$ cat config.mk
export PLATFORM = sky130hd
export DESIGN_NAME = span_fill_packed_bitmap_top_flat
export DESIGN_NICKNAME = d
export VERILOG_FILES = /design/src/rtl/core/sfpb_pkg.sv /design/src/rtl/core/sfpb_span_if.sv /design/src/rtl/core/sfpb_write_if.sv /design/src/rtl/core/sfpb_cfg.sv /design/src/rtl/core/sfpb_unit.sv /design/src/rtl/core/sfpb_seq.sv /design/src/rtl/core/span_fill_packed_bitmap_top.sv /design/src/flat_wrapper.sv
export SDC_FILE = /design/constraint.sdc
export NUM_CORES = 1
export LEC_CHECK = 0
export BUFFER_PORTS_ARGS = -buffer_cell sky130_fd_sc_hd__buf_2
export CORE_UTILIZATION = 50
export CTS_CLUSTER_DIAMETER = 50
export DETAILED_ROUTE_END_ITERATION = 10
export PLACE_DENSITY = 0.68
export SKIP_LAST_GASP = 1
export SLEW_MARGIN = 0
export SYNTH_ARGS = -nofsm -noshare
export SYNTH_HDL_FRONTEND = slang
export SYNTH_HIERARCHICAL = 1
export SYNTH_SLANG_ARGS = --single-unit
$ cat constraint.sdc
create_clock -name clk_i -period 6.53 [get_ports clk_i]
set_input_delay 0.9795 -clock clk_i [delete_from_list [all_inputs] [get_ports clk_i]]
set_output_delay 0.9795 -clock clk_i [all_outputs]
set_load 0.005 [all_outputs]
$ cat src/rtl/core/sfpb_pkg.sv
// ----------------------------------------------------------------------------
// sfpb_pkg: shared types and constants
// Register codes, write codes, sequencer states and the shared unit request.
// ----------------------------------------------------------------------------
package sfpb_pkg;

  localparam int unsigned PitchCap = 512;
  localparam int unsigned PitchW   = 10;
  localparam int unsigned UnitW    = 20;
  localparam int unsigned AddrW    = 15;
  localparam int unsigned ByteW    = 7;

  localparam logic [PitchW-1:0] RstRowPitch   = 10'd128;
  localparam logic [PitchW-1:0] RstUsedHeight = 10'd128;

  typedef enum logic [1:0] {
    CFG_ROW_PITCH   = 2'd0,
    CFG_BOX_LEFT    = 2'd1,
    CFG_BOX_BOTTOM  = 2'd2,
    CFG_USED_HEIGHT = 2'd3
  } cfg_idx_e;

  typedef enum logic [1:0] {
    OP_OR     = 2'd0,
    OP_AND    = 2'd1,
    OP_ASSIGN = 2'd2
  } write_op_e;

  typedef enum logic [1:0] {
    U_ADD,
    U_SUB,
    U_ADDNOT
  } unit_mode_e;

  typedef enum logic [3:0] {
    S_IDLE,
    S_DIFF,
    S_FLIP,
    S_XSTART,
    S_XEND,
    S_CLIP,
    S_OR,
    S_AND,
    S_FULL,
    S_TAIL
  } seq_state_e;

  typedef struct packed {
    logic        [PitchW-1:0] row_pitch_bits;
    logic signed [15:0]       box_left;
    logic signed [15:0]       box_bottom;
    logic        [PitchW-1:0] used_height;
  } cfg_t;

  typedef struct packed {
    logic signed [UnitW-1:0] a;
    logic signed [UnitW-1:0] b;
    unit_mode_e              mode;
  } unit_req_t;

  function automatic logic signed [UnitW-1:0] sext16(input logic [15:0] v);
    return $signed({{(UnitW-16){v[15]}}, v});
  endfunction

  function automatic logic signed [UnitW-1:0] zext16(input logic [15:0] v);
    return $signed({{(UnitW-16){1'b0}}, v});
  endfunction

endpackage

$ cat src/rtl/core/sfpb_span_if.sv
// ----------------------------------------------------------------------------
// sfpb_span_if: span item channel
// Valid/ready channel carrying one antialiased span per item.
// ----------------------------------------------------------------------------
interface sfpb_span_if;
  logic               valid;
  logic               ready;
  logic signed [15:0] span_row;
  logic signed [15:0] span_start;
  logic        [15:0] span_length;
  logic        [7:0]  span_coverage;
  logic               last_span;

  modport source (
    output valid, span_row, span_start, span_length, span_coverage, last_span,
    input  ready
  );

  modport sink (
    input  valid, span_row, span_start, span_length, span_coverage, last_span,
    output ready
  );
endinterface

$ cat src/rtl/core/sfpb_write_if.sv
// ----------------------------------------------------------------------------
// sfpb_write_if: byte write channel
// Valid/ready channel carrying one byte write command per item.
// ----------------------------------------------------------------------------
interface sfpb_write_if;
  logic        valid;
  logic        ready;
  logic [14:0] byte_address;
  logic [7:0]  byte_value;
  logic [1:0]  write_op;
  logic        span_inked;
  logic        last_write;

  modport source (
    output valid, byte_address, byte_value, write_op, span_inked, last_write,
    input  ready
  );

  modport sink (
    input  valid, byte_address, byte_value, write_op, span_inked, last_write,
    output ready
  );
endinterface

$ cat src/rtl/core/sfpb_cfg.sv
// ----------------------------------------------------------------------------
// sfpb_cfg: configuration registers
// Holds pitch, box edges and used height; written through a plain write port.
// ----------------------------------------------------------------------------
module sfpb_cfg (
  input  logic               clk_i,
  input  logic               rst_ni,
  input  logic               cfg_we_i,
  input  logic [1:0]         cfg_idx_i,
  input  logic [15:0]        cfg_data_i,
  output sfpb_pkg::cfg_t     cfg_o
);
  import sfpb_pkg::*;

  cfg_t cfg_q;

  always_ff @(posedge clk_i or negedge rst_ni) begin
    if (!rst_ni) begin
      cfg_q.row_pitch_bits <= RstRowPitch;
      cfg_q.box_left       <= '0;
      cfg_q.box_bottom     <= '0;
      cfg_q.used_height    <= RstUsedHeight;
    end else if (cfg_we_i) begin
      case (cfg_idx_e'(cfg_idx_i))
        CFG_ROW_PITCH:   cfg_q.row_pitch_bits <= cfg_data_i[PitchW-1:0];
        CFG_BOX_LEFT:    cfg_q.box_left       <= $signed(cfg_data_i);
        CFG_BOX_BOTTOM:  cfg_q.box_bottom     <= $signed(cfg_data_i);
        CFG_USED_HEIGHT: cfg_q.used_height    <= cfg_data_i[PitchW-1:0];
        default: ;
      endcase
    end
  end

  assign cfg_o = cfg_q;

endmodule

$ cat src/rtl/core/sfpb_unit.sv
// ----------------------------------------------------------------------------
// sfpb_unit: shared adder
// One signed adder used for the row flip, x offsets and byte addresses.
// ----------------------------------------------------------------------------
module sfpb_unit (
  input  sfpb_pkg::unit_req_t              req_i,
  output logic signed [sfpb_pkg::UnitW-1:0] sum_o
);
  import sfpb_pkg::*;

  logic signed [UnitW-1:0] b_op;
  logic                    cin;

  always_comb begin
    case (req_i.mode)
      U_ADD: begin
        b_op = req_i.b;
        cin  = 1'b0;
      end
      U_SUB: begin
        b_op = ~req_i.b;
        cin  = 1'b1;
      end
      U_ADDNOT: begin
        b_op = ~req_i.b;
        cin  = 1'b0;
      end
      default: begin
        b_op = req_i.b;
        cin  = 1'b0;
      end
    endcase
  end

  assign sum_o = req_i.a + b_op + $signed({{(UnitW-1){1'b0}}, cin});

endmodule

$ cat src/rtl/core/sfpb_seq.sv
// ----------------------------------------------------------------------------
// sfpb_seq: span sequencer
// Steps one span through flip and offset on the shared adder, clips it, then
// issues byte writes into an output register, one per cycle when it is free.
// ----------------------------------------------------------------------------
module sfpb_seq #(
  parameter int unsigned CAP_BITS = 512
) (
  input  logic                               clk_i,
  input  logic                               rst_ni,
  input  sfpb_pkg::cfg_t                     cfg_i,
  input  logic                               in_valid_i,
  output logic                               in_ready_o,
  input  logic signed [15:0]                 span_row_i,
  input  logic signed [15:0]                 span_start_i,
  input  logic [15:0]                        span_length_i,
  input  logic [7:0]                         span_coverage_i,
  output sfpb_pkg::unit_req_t                unit_req_o,
  input  logic signed [sfpb_pkg::UnitW-1:0]  unit_sum_i,
  output logic                               out_valid_o,
  input  logic                               out_ready_i,
  output logic [sfpb_pkg::AddrW-1:0]         byte_address_o,
  output logic [7:0]                         byte_value_o,
  output logic [1:0]                         write_op_o,
  output logic                               last_write_o
);
  import sfpb_pkg::*;

  localparam logic [PitchW-1:0] CapLim = PitchW'(CAP_BITS < PitchCap ? CAP_BITS : PitchCap);

  seq_state_e state_q, state_d;

  logic signed [15:0]      row_q, start_q;
  logic [15:0]             len_q;
  logic signed [UnitW-1:0] t_q, y0_q, x0_q, xe_q;
  logic [PitchW-1:0]       x0c_q, xec_q;
  logic [AddrW-1:0]        rowbase_q;
  logic [ByteW-1:0]        bx_q;

  logic              out_valid_q;
  logic [AddrW-1:0]  addr_q;
  logic [7:0]        val_q;
  write_op_e         op_q;
  logic              last_q;

  logic [PitchW-1:0]       pitch_lim, w;
  logic signed [UnitW-1:0] w_s;
  logic                    y0_bad, x0_neg, drop;
  logic signed [UnitW-1:0] x0_cl, xe_cl;
  logic                    or_en, and_en, nfull_nz, tail_en, full_end;
  logic [ByteW-1:0]        xa_byte, xe_byte, bx_inc;
  logic [PitchW-1:0]       sh;
  logic [7:0]              or_mask, and_mask, tail_mask;
  logic                    slot_free, accept, emit, emit_last;
  logic [7:0]              emit_val;
  write_op_e               emit_op;

  assign pitch_lim = (cfg_i.row_pitch_bits > CapLim) ? CapLim : cfg_i.row_pitch_bits;
  assign w         = {pitch_lim[PitchW-1:3], 3'b000};
  assign w_s       = $signed({{(UnitW-PitchW){1'b0}}, w});

  assign y0_bad = (y0_q < 0) || (y0_q >= w_s);
  assign x0_neg = x0_q < 0;
  assign x0_cl  = x0_neg ? '0 : x0_q;
  assign xe_cl  = (xe_q > w_s) ? w_s : xe_q;
  assign drop   = (x0_neg && (xe_q <= 0)) || (x0_cl >= w_s);

  assign or_en    = x0c_q[2:0] != 3'b000;
  assign xa_byte  = x0c_q[PitchW-1:3] + ByteW'(or_en);
  assign xe_byte  = xec_q[PitchW-1:3];
  assign and_en   = !({xa_byte, 3'b000} < xec_q);
  assign nfull_nz = xe_byte != xa_byte;
  assign tail_en  = xec_q[2:0] != 3'b000;
  assign bx_inc   = bx_q + ByteW'(1);
  assign full_end = bx_inc == xe_byte;

  assign sh        = xec_q - {x0c_q[PitchW-1:3], 3'b000};
  assign or_mask   = 8'hFF << x0c_q[2:0];
  assign and_mask  = sh[3] ? 8'hFF : ((8'd1 << sh[2:0]) - 8'd1);
  assign tail_mask = (8'd1 << xec_q[2:0]) - 8'd1;

  assign slot_free  = !out_valid_q || out_ready_i;
  assign in_ready_o = state_q == S_IDLE;
  assign accept     = in_valid_i && in_ready_o;

  always_comb begin
    state_d = state_q;
    case (state_q)
      S_IDLE: begin
        if (accept && span_coverage_i[7]) state_d = S_DIFF;
      end
      S_DIFF:   state_d = S_FLIP;
      S_FLIP:   state_d = S_XSTART;
      S_XSTART: state_d = y0_bad ? S_IDLE : S_XEND;
      S_XEND:   state_d = S_CLIP;
      S_CLIP:   state_d = drop ? S_IDLE : S_OR;
      S_OR: begin
        if (!or_en || slot_free) begin
          if (and_en)        state_d = S_AND;
          else if (nfull_nz) state_d = S_FULL;
          else               state_d = S_TAIL;
        end
      end
      S_AND: begin
        if (slot_free) state_d = S_IDLE;
      end
      S_FULL: begin
        if (slot_free && full_end) state_d = tail_en ? S_TAIL : S_IDLE;
      end
      S_TAIL: begin
        if (slot_free) state_d = S_IDLE;
      end
      default: state_d = S_IDLE;
    endcase
  end

  always_comb begin
    unit_req_o.a    = '0;
    unit_req_o.b    = '0;
    unit_req_o.mode = U_ADD;
    emit            = 1'b0;
    emit_val        = '0;
    emit_op         = OP_OR;
    emit_last       = 1'b0;
    case (state_q)
      S_DIFF: begin
        unit_req_o.a    = sext16(row_q);
        unit_req_o.b    = sext16(cfg_i.box_bottom);
        unit_req_o.mode = U_SUB;
      end
      S_FLIP: begin
        unit_req_o.a    = zext16({6'b0, cfg_i.used_height});
        unit_req_o.b    = t_q;
        unit_req_o.mode = U_ADDNOT;
      end
      S_XSTART: begin
        unit_req_o.a    = sext16(start_q);
        unit_req_o.b    = sext16(cfg_i.box_left);
        unit_req_o.mode = U_SUB;
      end
      S_XEND: begin
        unit_req_o.a = x0_q;
        unit_req_o.b = zext16(len_q);
      end
      S_OR: begin
        unit_req_o.a = zext16({1'b0, rowbase_q});
        unit_req_o.b = zext16({9'b0, x0c_q[PitchW-1:3]});
        emit         = or_en && slot_free;
        emit_val     = or_mask;
        emit_op      = OP_OR;
        emit_last    = !and_en && !nfull_nz && !tail_en;
      end
      S_AND: begin
        unit_req_o.a = zext16({1'b0, rowbase_q});
        unit_req_o.b = zext16({9'b0, x0c_q[PitchW-1:3]});
        emit         = slot_free;
        emit_val     = and_mask;
        emit_op      = OP_AND;
        emit_last    = 1'b1;
      end
      S_FULL: begin
        unit_req_o.a = zext16({1'b0, rowbase_q});
        unit_req_o.b = zext16({9'b0, bx_q});
        emit         = slot_free;
        emit_val     = 8'hFF;
        emit_op      = OP_ASSIGN;
        emit_last    = full_end && !tail_en;
      end
      S_TAIL: begin
        unit_req_o.a = zext16({1'b0, rowbase_q});
        unit_req_o.b = zext16({9'b0, xe_byte});
        emit         = slot_free;
        emit_val     = tail_mask;
        emit_op      = OP_ASSIGN;
        emit_last    = 1'b1;
      end
      default: ;
    endcase
  end

  always_ff @(posedge clk_i or negedge rst_ni) begin
    if (!rst_ni) begin
      state_q     <= S_IDLE;
      out_valid_q <= 1'b0;
    end else begin
      state_q <= state_d;
      if (emit) begin
        out_valid_q <= 1'b1;
      end else if (out_ready_i) begin
        out_valid_q <= 1'b0;
      end
    end
  end

  always_ff @(posedge clk_i) begin
    if (accept) begin
      row_q   <= span_row_i;
      start_q <= span_start_i;
      len_q   <= span_length_i;
    end
    case (state_q)
      S_DIFF:   t_q  <= unit_sum_i;
      S_FLIP:   y0_q <= unit_sum_i;
      S_XSTART: x0_q <= unit_sum_i;
      S_XEND:   xe_q <= unit_sum_i;
      S_CLIP: begin
        x0c_q     <= x0_cl[PitchW-1:0];
        xec_q     <= xe_cl[PitchW-1:0];
        rowbase_q <= {6'b0, y0_q[8:0]} * {8'b0, w[PitchW-1:3]};
      end
      S_OR:     bx_q <= xa_byte;
      S_FULL: begin
        if (slot_free) bx_q <= bx_inc;
      end
      default: ;
    endcase
    if (emit) begin
      addr_q <= unit_sum_i[AddrW-1:0];
      val_q  <= emit_val;
      op_q   <= emit_op;
      last_q <= emit_last;
    end
  end

  assign out_valid_o    = out_valid_q;
  assign byte_address_o = addr_q;
  assign byte_value_o   = val_q;
  assign write_op_o     = op_q;
  assign last_write_o   = last_q;

endmodule

$ cat src/rtl/core/span_fill_packed_bitmap_top.sv
// An inked span steps through the diff, flip, x start, x end and clip states; its first write
//   comes from OR, or the state after it if the start is aligned. Up to 64 byte writes, held by
//   sink stalls, end before a new span is taken; coverage 127 or less or clipping gives none.
// Reset: asynchronous, active low; clears the sequencer and output valid, and
//   returns the registers to pitch 128, box edges 0, used height 128.
// ----------------------------------------------------------------------------
// span_fill_packed_bitmap_top: span to packed bitmap byte writer
// Turns antialiased spans into OR, AND and assign byte writes for a 1 bpp
// LSB-first bitmap, one write per cycle while the sink does not stall.
// ----------------------------------------------------------------------------
module span_fill_packed_bitmap_top #(
  parameter int unsigned MAX_ROW_BITS = 512
) (
  input  logic          clk_i,
  input  logic          rst_ni,
  sfpb_span_if.sink     span_i,
  sfpb_write_if.source  wr_o,
  input  logic          cfg_we_i,
  input  logic [1:0]    cfg_idx_i,
  input  logic [15:0]   cfg_data_i
);
  import sfpb_pkg::*;

  cfg_t                    cfg;
  unit_req_t               unit_req;
  logic signed [UnitW-1:0] unit_sum;

  sfpb_cfg u_cfg (
    .clk_i      (clk_i),
    .rst_ni     (rst_ni),
    .cfg_we_i   (cfg_we_i),
    .cfg_idx_i  (cfg_idx_i),
    .cfg_data_i (cfg_data_i),
    .cfg_o      (cfg)
  );

  sfpb_unit u_unit (
    .req_i (unit_req),
    .sum_o (unit_sum)
  );

  sfpb_seq #(
    .CAP_BITS (MAX_ROW_BITS)
  ) u_seq (
    .clk_i           (clk_i),
    .rst_ni          (rst_ni),
    .cfg_i           (cfg),
    .in_valid_i      (span_i.valid),
    .in_ready_o      (span_i.ready),
    .span_row_i      (span_i.span_row),
    .span_start_i    (span_i.span_start),
    .span_length_i   (span_i.span_length),
    .span_coverage_i (span_i.span_coverage),
    .unit_req_o      (unit_req),
    .unit_sum_i      (unit_sum),
    .out_valid_o     (wr_o.valid),
    .out_ready_i     (wr_o.ready),
    .byte_address_o  (wr_o.byte_address),
    .byte_value_o    (wr_o.byte_value),
    .write_op_o      (wr_o.write_op),
    .last_write_o    (wr_o.last_write)
  );

  assign wr_o.span_inked = 1'b1;

endmodule

$ cat src/flat_wrapper.sv
// flat-port wrapper written by rule: the top's interface ports become plain ports
module span_fill_packed_bitmap_top_flat import sfpb_pkg::*;
#(
  parameter int unsigned MAX_ROW_BITS = 512
)
  (clk_i, rst_ni, cfg_we_i, cfg_idx_i, cfg_data_i, span_i_valid, span_i_span_row, span_i_span_start, span_i_span_length, span_i_span_coverage, span_i_last_span, span_i_ready, wr_o_valid, wr_o_byte_address, wr_o_byte_value, wr_o_write_op, wr_o_span_inked, wr_o_last_write, wr_o_ready);
  sfpb_span_if span_i_i ();
  sfpb_write_if wr_o_i ();
  input  logic clk_i;
  input  logic rst_ni;
  input  logic cfg_we_i;
  input  logic [1:0] cfg_idx_i;
  input  logic [15:0] cfg_data_i;
  input wire logic [$bits(span_i_i.valid)-1:0] span_i_valid;
  input wire logic [$bits(span_i_i.span_row)-1:0] span_i_span_row;
  input wire logic [$bits(span_i_i.span_start)-1:0] span_i_span_start;
  input wire logic [$bits(span_i_i.span_length)-1:0] span_i_span_length;
  input wire logic [$bits(span_i_i.span_coverage)-1:0] span_i_span_coverage;
  input wire logic [$bits(span_i_i.last_span)-1:0] span_i_last_span;
  output wire logic [$bits(span_i_i.ready)-1:0] span_i_ready;
  output wire logic [$bits(wr_o_i.valid)-1:0] wr_o_valid;
  output wire logic [$bits(wr_o_i.byte_address)-1:0] wr_o_byte_address;
  output wire logic [$bits(wr_o_i.byte_value)-1:0] wr_o_byte_value;
  output wire logic [$bits(wr_o_i.write_op)-1:0] wr_o_write_op;
  output wire logic [$bits(wr_o_i.span_inked)-1:0] wr_o_span_inked;
  output wire logic [$bits(wr_o_i.last_write)-1:0] wr_o_last_write;
  input wire logic [$bits(wr_o_i.ready)-1:0] wr_o_ready;
  assign span_i_i.valid = span_i_valid;
  assign span_i_i.span_row = span_i_span_row;
  assign span_i_i.span_start = span_i_span_start;
  assign span_i_i.span_length = span_i_span_length;
  assign span_i_i.span_coverage = span_i_span_coverage;
  assign span_i_i.last_span = span_i_last_span;
  assign span_i_ready = span_i_i.ready;
  assign wr_o_valid = wr_o_i.valid;
  assign wr_o_byte_address = wr_o_i.byte_address;
  assign wr_o_byte_value = wr_o_i.byte_value;
  assign wr_o_write_op = wr_o_i.write_op;
  assign wr_o_span_inked = wr_o_i.span_inked;
  assign wr_o_last_write = wr_o_i.last_write;
  assign wr_o_i.ready = wr_o_ready;
  span_fill_packed_bitmap_top #(.MAX_ROW_BITS(MAX_ROW_BITS)) u_core (.clk_i(clk_i), .rst_ni(rst_ni), .span_i(span_i_i), .wr_o(wr_o_i), .cfg_we_i(cfg_we_i), .cfg_idx_i(cfg_idx_i), .cfg_data_i(cfg_data_i));
endmodule
==> run metrics, run 1 <==
Fin. Hold Viols=0; worst skew pair latency=0.57 ns; status=completed; fillers=2311; MaxCap Viol Count=0; cts-stage hold buffer count=0; initial antenna violation count=0; GR Overflow Total=0; Initial Util=50.76%; number of enable flip-flop cells after synthesis=196; FF+latch area=0.007316 mm^2; Final Skew=0.01311 ns; mean post-synth cell area=12.75 um^2; Max clock buf depth=3; Critical Path Start=u_core/u_cfg/cfg_o[51]; worst-path maximum fanout=14; Post-Synthesis Cells=1106; vias in the first global route=9013; total negative slack=0 ns; Largest delay share family, worst path=adder cells; first-pass GRT wire length=51150 um; H-tree Lvls=1; Crit. End Element=flop; top_reg_cell synth=edfxtp_1; layout cells sized above 1=21.60%; Die ar.=0.02888 mm^2; Buf/Inv on CP=4; Min-Delay Endpoint=u_core/u_cfg/cfg_o[11]; hold depth=1; Setup Crit Path Kind=reg -> reg; total clock sinks=253; Std-Cell Rows=61; RR Startpoint=u_core/u_cfg/cfg_o[51]; #FFs+latches synth=253; DIE WIDTH=169.9 um; routed wire length=33210 um; DR WL/cell=20.51 um; die height=169.9 um; CP most frequent cell=fa_1; relative slew slack=40.95%; Min-Delay Path Class=reg -> reg; CP required=6.84 ns; largest net degree at the start of global routing=58; worst-margin pin slew=0.8819 ns; f_max=186.5 MHz; # setup viols final=0; Ports=109; Worst path depth=17; final period utilization=82.13%; Syn Nets=1309; max-slew violation count=0; Vias/cell=5.662; commonest non-fill, non-tap cell in the layout=edfxtp_1; GPL Wtd Cong=0.9503; sequential fraction of the synthesis area=51.87%; distinct cell type count after synthesis=82; Yosys warnings=6; # diodes=0; Clk pin slew, worst setup/hold paths=0.06 ns; Worst path max stage delay=0.59 ns; CP max stage cell=nor2b_1; unrepaired setup endpoints after global routing=false; most frequent cells in the layout=edfxtp_1, buf_2, ha_1, nand2_1, inv_1; area of the multi-input gates=0.006357 mm^2; hold path startpoint=u_core/u_cfg/cfg_o[11]; TritonCTS buffer count=31; Critical Path AT=5.67 ns; Post-CTS Setup Bufs=0; reg2reg setup slack=1.17 ns; core area=0.02778 mm^2; DR pass1 iterations=6; area delta synth->final=14.01%; CTS tree=yes; via count=9166; CTS resizes=0; Syn Std Cell Area=0.01410 mm^2; Async S/R FF share, synth=22.53%; Port Buffers=99; nets@finish=1420; gr usage total=23.38%; hpwl dp=23820 um; initial DRC count=583; R2R cell count=17; CTS Root Cell=clkbuf_16; Tmin final=5.363 ns; CP Launch Type=flop; R2R Path End=u_core/u_seq/rowbase_q[13]; drc violations=0; post-route ant nets=0; worst path cell trace=buf_4 > nor2b_1 > inv_1 > nor2_1 > fa_1 > fa_1 > fa_1 > inv_1 > fa_1 > inv_1 > ha_1 > a21oi_1 > o21bai_1 > a21o_1 > a21oi_1 > o21ai_0 > xor2_1
[layer usage]
metal / vias to the layer above / part of all wire (%) / track usage [%]
li1: 4294 / - / -
met1: 4494 / 44 / 30.96
met2: 301 / 47 / 38.20
met3: 77 / 4.7 / 2.930
met4: 0 / 4.8 / 11.20
met5: - / 0 / 0
[state kept, by name (all words and copies together) (netlist names)]
signal	count
u_core/u_seq/x0_q	20
u_core/u_cfg/cfg_o	52
u_core/u_seq/out_valid_o	1
u_core/u_seq/state_q	4
u_core/u_seq/rowbase_q	15
u_core/u_seq/xe_q	20
u_core/u_seq/xec_q	10
u_core/u_seq/write_op_o	2
u_core/u_seq/len_q	16
u_core/u_seq/last_write_o	1
u_core/u_seq/x0c_q	10
u_core/u_seq/byte_value_o	8
u_core/u_seq/bx_q	7
u_core/u_seq/y0_q	20
u_core/u_seq/byte_address_o	15
u_core/u_seq/t_q	20
u_core/u_seq/row_q	16
u_core/u_seq/start_q	16
[cell usage after synthesis (7+ instances only)]
library cell  number  area [um^2]
edfxtp_1         196         5886
ha_1              88         1101
nand2_1           73        274.0
inv_1             67        251.5
dfrtp_1           55         1376
xnor2_1           53        464.2
and2_1            44        275.3
nor2_1            43        161.4
a21oi_1           41        205.2
mux2_2            39        439.2
fa_1              35        700.7
o21ai_0           30        150.1
mux2i_1           24        240.2
a22oi_1           22        165.2
clkbuf_1          22        82.58
nand3_1           21        105.1
a21o_1            20        150.1
mux2_4            20        300.3
nor2b_1           20        125.1
xor2_1            18        157.7
nor3_1            15        75.07
a222oi_1          11        110.1
nor4_1             9        56.30
o21ai_1            8        40.04
a221o_1            7        70.07
a221oi_1           7        61.31
buf_2              7        35.03
o21a_1             7        52.55
o21bai_1           7        52.55
[area by class of cell]
type	count	area share [%]
multi-input combinational	750	39.54
timing repair buffer	114	3.782
clock inverter	24	1.790
inverter	67	1.564
clock buffer	33	4.872
tap	378	2.942
sequential	253	45.51
[cells by family (layout without fill, tap and decap cells)]
| kind of cell | Yosys count | count (layout) | synth area share [%] |
|---|---|---|---|
| buffers and inverters | 103 | 238 | 3.150 |
| AO/OA/AOI/OAI | 199 | 199 | 10.02 |
| other | 1 | 1 | 0.02659 |
| XOR/XNOR | 74 | 74 | 4.854 |
| adder cells (fa/ha/maj) | 123 | 123 | 12.78 |
| flip-flops | 253 | 253 | 51.87 |
| AND/OR/NAND/NOR | 269 | 269 | 10.28 |
| multiplexers | 84 | 84 | 7.028 |
[worst max path at each step]
stage                                 endpoint
global route        u_core/u_seq/rowbase_q[13]
CTS                 u_core/u_seq/rowbase_q[13]
floorplan           u_core/u_seq/rowbase_q[13]
global placement    u_core/u_seq/rowbase_q[13]
finish              u_core/u_seq/rowbase_q[13]
detailed placement  u_core/u_seq/rowbase_q[13]
[stage by stage]
stage,instances,setup WS (ns),cell area (um^2),hold WS (ns),utilization [%]
after CTS,1619,1.198,16080,0.5067,57.87
after global routing,1619,0.8300,16080,0.5112,57.87
after global placement,1562,1.201,15010,0.4871,54.01
after floorplan,1106,1.952,14100,0.4786,-
final,1619,1.167,16080,0.5025,57.87
after detailed placement,1562,1.229,15010,0.4926,54.01
Power of run 1 is not shown: default switching activity piles up to over one toggle a cycle in this logic, so the estimate is an artifact.
==> inputs of run 2 (changes only) <==
- PLACE_DENSITY: 0.68 -> 0.71
- clock period: 6.53 -> 4.8 ns (I/O delays scaled with it)
==> run metrics, run 2 (same netlist as run 1, synthesis figures left out) <==
layout cells sized above 1=23.16% (+1.6 points); Final Non-Filler Cells=1643 (+1.5%); drc violations=0 (unchanged); MaxCap Viol Count=0 (unchanged); worst-path maximum fanout=6 (-8); Final Skew=0.01395 ns (+0.0008321 ns); Clk pin slew, worst setup/hold paths=0.06 ns (about the same); worst skew pair latency=0.56 ns (about the same); Setup Crit Path Kind=reg -> reg; Max clock buf depth=3 (unchanged); core area=0.02778 mm^2 (unchanged); worst-margin pin slew=0.9343 ns (+0.05244 ns); vias in the first global route=9247 (+2.6%); TritonCTS buffer count=31 (unchanged); CTS tree=yes; first-pass GRT wire length=50870 um (-0.54%); Std-Cell Rows=61 (unchanged); # diodes=0 (unchanged); R2R cell count=17 (unchanged); f_max=219.5 MHz (+18%); DR WL/cell=20.05 um (-2.2%); final period utilization=94.90% (+13 points); DIE WIDTH=169.9 um (unchanged); Fin. Hold Viols=0 (unchanged); CP required=5.09 ns (-1.75 ns); post-route ant nets=0 (unchanged); largest net degree at the start of global routing=58 (unchanged); initial DRC count=707 (+21%); total clock sinks=253 (unchanged); via count=9219 (+0.58%); Initial Util=50.76% (unchanged); Ports=109 (unchanged); area delta synth->final=14.76%; max-slew violation count=0 (unchanged); number of flip-flops in the largest register=52 (unchanged); Post-CTS Setup Bufs=0 (unchanged); nets@finish=1444 (+1.7%); most frequent cells in the layout=edfxtp_1, buf_2, ha_1, nand2_1, inv_1; commonest non-fill, non-tap cell in the layout=edfxtp_1; H-tree Lvls=1 (unchanged); initial antenna violation count=0 (unchanged); GR Overflow Total=0 (unchanged); Port Buffers=99 (unchanged); routed wire length=32940 um (-0.79%); relative slew slack=37.26% (-3.7 points); status=completed; CP Launch Type=flop; Critical Path AT=4.85 ns (-0.82 ns); Min-Delay Path Class=in -> async; gr usage total=23.23% (-0.15 points); CTS Root Cell=clkbuf_16; Die ar.=0.02888 mm^2 (unchanged); hpwl dp=24590 um (+3.2%); Tmin final=4.555 ns (-0.8081 ns); Crit. End Element=flop; placed instance count=1586 (+1.5%); die height=169.9 um (unchanged); GPL Wtd Cong=0.9242 (-2.7%); DR pass1 iterations=5 (-1); unrepaired setup endpoints after global routing=true; # setup viols final=0 (unchanged); Vias/cell=5.611 (-0.89%)
==> run 2: cell types whose count changed in the layout (fill, tap and decap cells not counted), moves of 3 or more <==
cell,previous run,this run
buf_4,15,39
clkinv_2,7,1
bufinv_16,4,0
clkbuf_1,2,6
clkbuf_8,0,4
nor2b_1,20,16
nor2b_2,0,3
==> run 2: critical path: stages (launching register included) <==
cell      delay, ns
dfrtp_1        0.43
nor2b_2        0.22
buf_4          0.17
and2_1         0.17
fa_1           0.51
inv_1          0.05
fa_1           0.47
inv_1          0.05
fa_1           0.53
inv_1          0.05
fa_1           0.53
inv_1          0.04
ha_1           0.35
inv_1          0.09
o21bai_2       0.09
a21oi_1        0.23
o21ai_0        0.16
xor2_1         0.16
==> run 2: cell type report <==
type | instances | area, um^2
clock buffers | 41 | 853.3
flip-flops and latches | 253 | 7317
fillers | 2340 | 11600
multi-input cells | 750 | 6380
well taps | 378 | 473.0
inverters | 67 | 251.5
repair buffers | 138 | 788.3
clock inverters | 16 | 118.9
==> run 2: worst paths after layout <==
kind	start	end	slack, ns
worst min register to register	u_core/u_cfg/cfg_o[14]	u_core/u_cfg/cfg_o[14]	0.50
worst max-delay path	u_core/u_cfg/cfg_o[47]	u_core/u_seq/rowbase_q[10]	0.24
worst max register to register	u_core/u_cfg/cfg_o[47]	u_core/u_seq/rowbase_q[10]	0.24
min in group clk_i	span_i_span_length[5]	u_core/u_seq/len_q[5]	0.33
max in group asynchronous	rst_ni	u_core/u_cfg/cfg_o[51]	3.96
worst min-delay path	rst_ni	u_core/u_cfg/cfg_o[12]	0.30
==> run 2: per-layer routing <==
layer / share of wire [%] / wire (um) / global-route usage [%]
met1: 43 / 14010 / 30.81
met2: 47 / 15550 / 37.69
met3: 5.5 / 1816 / 3.279
met4: 4.7 / 1564 / 11.01
met5: 0 / 0 / 0
==> run 2: stage by stage <==
stage          hold slack (ns)  setup slack, ns  util, %    TNS, ns  area, um^2
6_report                0.3032           0.2447    58.25          0       16180
5_1_grt                 0.3154        -0.008242    58.25  -0.008242       16180
4_1_cts                 0.3156          0.07877    58.17          0       16160
3_5_place_dp            0.4928         -0.01242    54.66   -0.01242       15190
3_3_place_gp            0.4876          0.06800    54.66          0       15190
2_1_floorplan           0.4244           0.2215        -          0       14100
==> run 2: what timing repair did <==
item,4_1_cts,5_1_grt
pin swaps,0,0
setup endpoints to repair,1,5
hold buffers,0,0
resized for setup,1,7
Power of run 2 is left out for the same reason.
==> inputs of run 3 (changes only) <==
- CELL_PAD_IN_SITES_DETAIL_PLACEMENT: not set -> 0
- CELL_PAD_IN_SITES_GLOBAL_PLACEMENT: not set -> 2
- CORE_UTILIZATION: 50 -> 38
- PLACE_DENSITY: 0.71 -> not set
- PLACE_DENSITY_LB_ADDON: not set -> 0.1
==> run metrics, run 3 (same netlist as run 1, synthesis figures left out) <==
status=completed; CTS resizes=1 (unchanged); worst path cell trace=buf_4 > buf_4 > and2_1 > fa_1 > fa_1 > fa_1 > inv_1 > fa_1 > inv_1 > ha_1 > a21oi_1 > o21bai_1 > a21o_1 > buf_4 > nand2_1 > and3b_1 > xnor2_1; worst-margin pin slew=1.004 ns (+0.06933 ns); first-pass GRT wire length=58460 um (+15%); Ports=109 (unchanged); FF+latch area=0.007316 mm^2 (about the same); number of flip-flops in the largest register=52 (unchanged); routed wire length=38560 um (+17%); core area=0.03652 mm^2 (+31%); drc violations=0 (unchanged); worst skew pair latency=0.55 ns (about the same); cts-stage hold buffer count=0 (unchanged); Max clock buf depth=3 (unchanged); RR Startpoint=u_core/u_cfg/cfg_o[51]; GR Overflow Total=0 (unchanged); hpwl dp=28760 um (+17%); final period utilization=95.68% (+0.78 points); Clk pin slew, worst setup/hold paths=0.06 ns (about the same); DR WL/cell=21.99 um (+9.7%); initial antenna violation count=0 (unchanged); CP max stage cell=fa_1; commonest non-fill, non-tap cell in the layout=edfxtp_1; Port Buffers=99 (unchanged); CTS Root Cell=clkbuf_16; die height=194.6 um (+15%); DR pass1 iterations=5 (unchanged); post-route ant nets=0 (unchanged); CP Launch Type=flop; Placement Setup Slack=-0.07093 ns (-0.05852 ns); worst-path maximum fanout=10 (+4); nets@finish=1460 (+1.1%); Final Skew=0.01505 ns (+0.001103 ns); CP most frequent cell=fa_1; DIE WIDTH=194.6 um (+15%); Setup Crit Path Kind=reg -> reg; Critical Path Start=u_core/u_cfg/cfg_o[51]; CP required=5.10 ns (about the same); Initial Util=38.61% (-12 points); fillers=3340 (+43%); vias in the first global route=9219 (-0.30%); Critical Path AT=4.89 ns (+0.04 ns); Crit. End Element=flop; Std-Cell Rows=70 (+15%); layout cells sized above 1=25.29% (+2.1 points); # diodes=0 (unchanged); max-slew violation count=0 (unchanged); area delta synth->final=18.99%; CTS tree=yes; Min-Delay Path Class=in -> async; relative slew slack=33.09% (-4.2 points); TritonCTS buffer count=37 (+19%); H-tree Lvls=2 (+1); gr usage total=20.88% (-2.4 points); Tmin final=4.593 ns (+0.03738 ns); f_max=217.7 MHz (-0.81%); Buf/Inv on CP=5 (-1); Worst path max stage delay=0.54 ns (about the same); via count=9178 (-0.44%); area of the multi-input gates=0.006406 mm^2 (+0.41%); largest net degree at the start of global routing=58 (unchanged); initial DRC count=530 (-25%); Post-CTS Setup Bufs=0 (unchanged); Final WS setup=0.2073 ns (-0.03738 ns); Vias/cell=5.236 (-6.7%); total clock sinks=253 (unchanged); GPL Wtd Cong=0.8793 (-4.9%); # setup viols final=0 (unchanged); MaxCap Viol Count=0 (unchanged); most frequent cells in the layout=edfxtp_1, buf_2, ha_1, nand2_1, inv_1; Largest delay share family, worst path=adder cells; Fin. Hold Viols=0 (unchanged); Die ar.=0.03788 mm^2 (+31%)
run 3: changes by cell type in the layout (fill, tap and decap cells not counted), sizes merged:
| cell | previous run | this run |
|---|---|---|
| inv | 75 | 73 |
| clkinv | 6 | 8 |
| buf | 138 | 148 |
| clkinvlp | 2 | 4 |
| clkbuf | 41 | 44 |
| bufinv | 0 | 5 |
run 3: layout make-up:
class / instances / area share, %
flip-flops and latches: 253 / 43.60
multi-input cells: 750 / 38.18
clock buffers: 44 / 6.242
repair buffers: 148 / 5.220
well taps: 468 / 3.490
clock inverters: 23 / 1.767
inverters: 67 / 1.499
run 3: routing by layer:
metal | share of wire [%] | global-route usage [%] | up-vias
met5 | 0 | 0 | -
met4 | 2.0 | 6.496 | 0
met3 | 3.4 | 2.915 | 45
met2 | 50 | 35.46 | 179
met1 | 45 | 27.53 | 4584
li1 | - | - | 4370
run 3: worst paths after layout:
path	end	slack, ns	depth (start not counted)
max	u_core/u_seq/rowbase_q[12]	0.21	17
min	u_core/u_seq/out_valid_o	0.33	2
max reg2reg	u_core/u_seq/rowbase_q[12]	0.21	17
min reg2reg	u_core/u_cfg/cfg_o[12]	0.50	1
max in group asynchronous	u_core/u_seq/state_q[1]	3.95	2
min in group clk_i	u_core/u_seq/start_q[14]	0.35	1
run 3: metrics by stage:
step / TNS, ns / utilization, % / cells / instance area [um^2] / hold slack, ns
floorplan: 0 / - / 1106 / 14100 / 0.4244
global placement: -0.01365 / 42.14 / 1686 / 15390 / 0.4871
detailed placement: -0.07093 / 42.14 / 1686 / 15390 / 0.4940
CTS: 0 / 45.82 / 1753 / 16740 / 0.3107
global route: -0.01158 / 45.94 / 1753 / 16780 / 0.3234
finish: 0 / 45.94 / 1753 / 16780 / 0.3251
Power of run 3 is left out for the same reason.
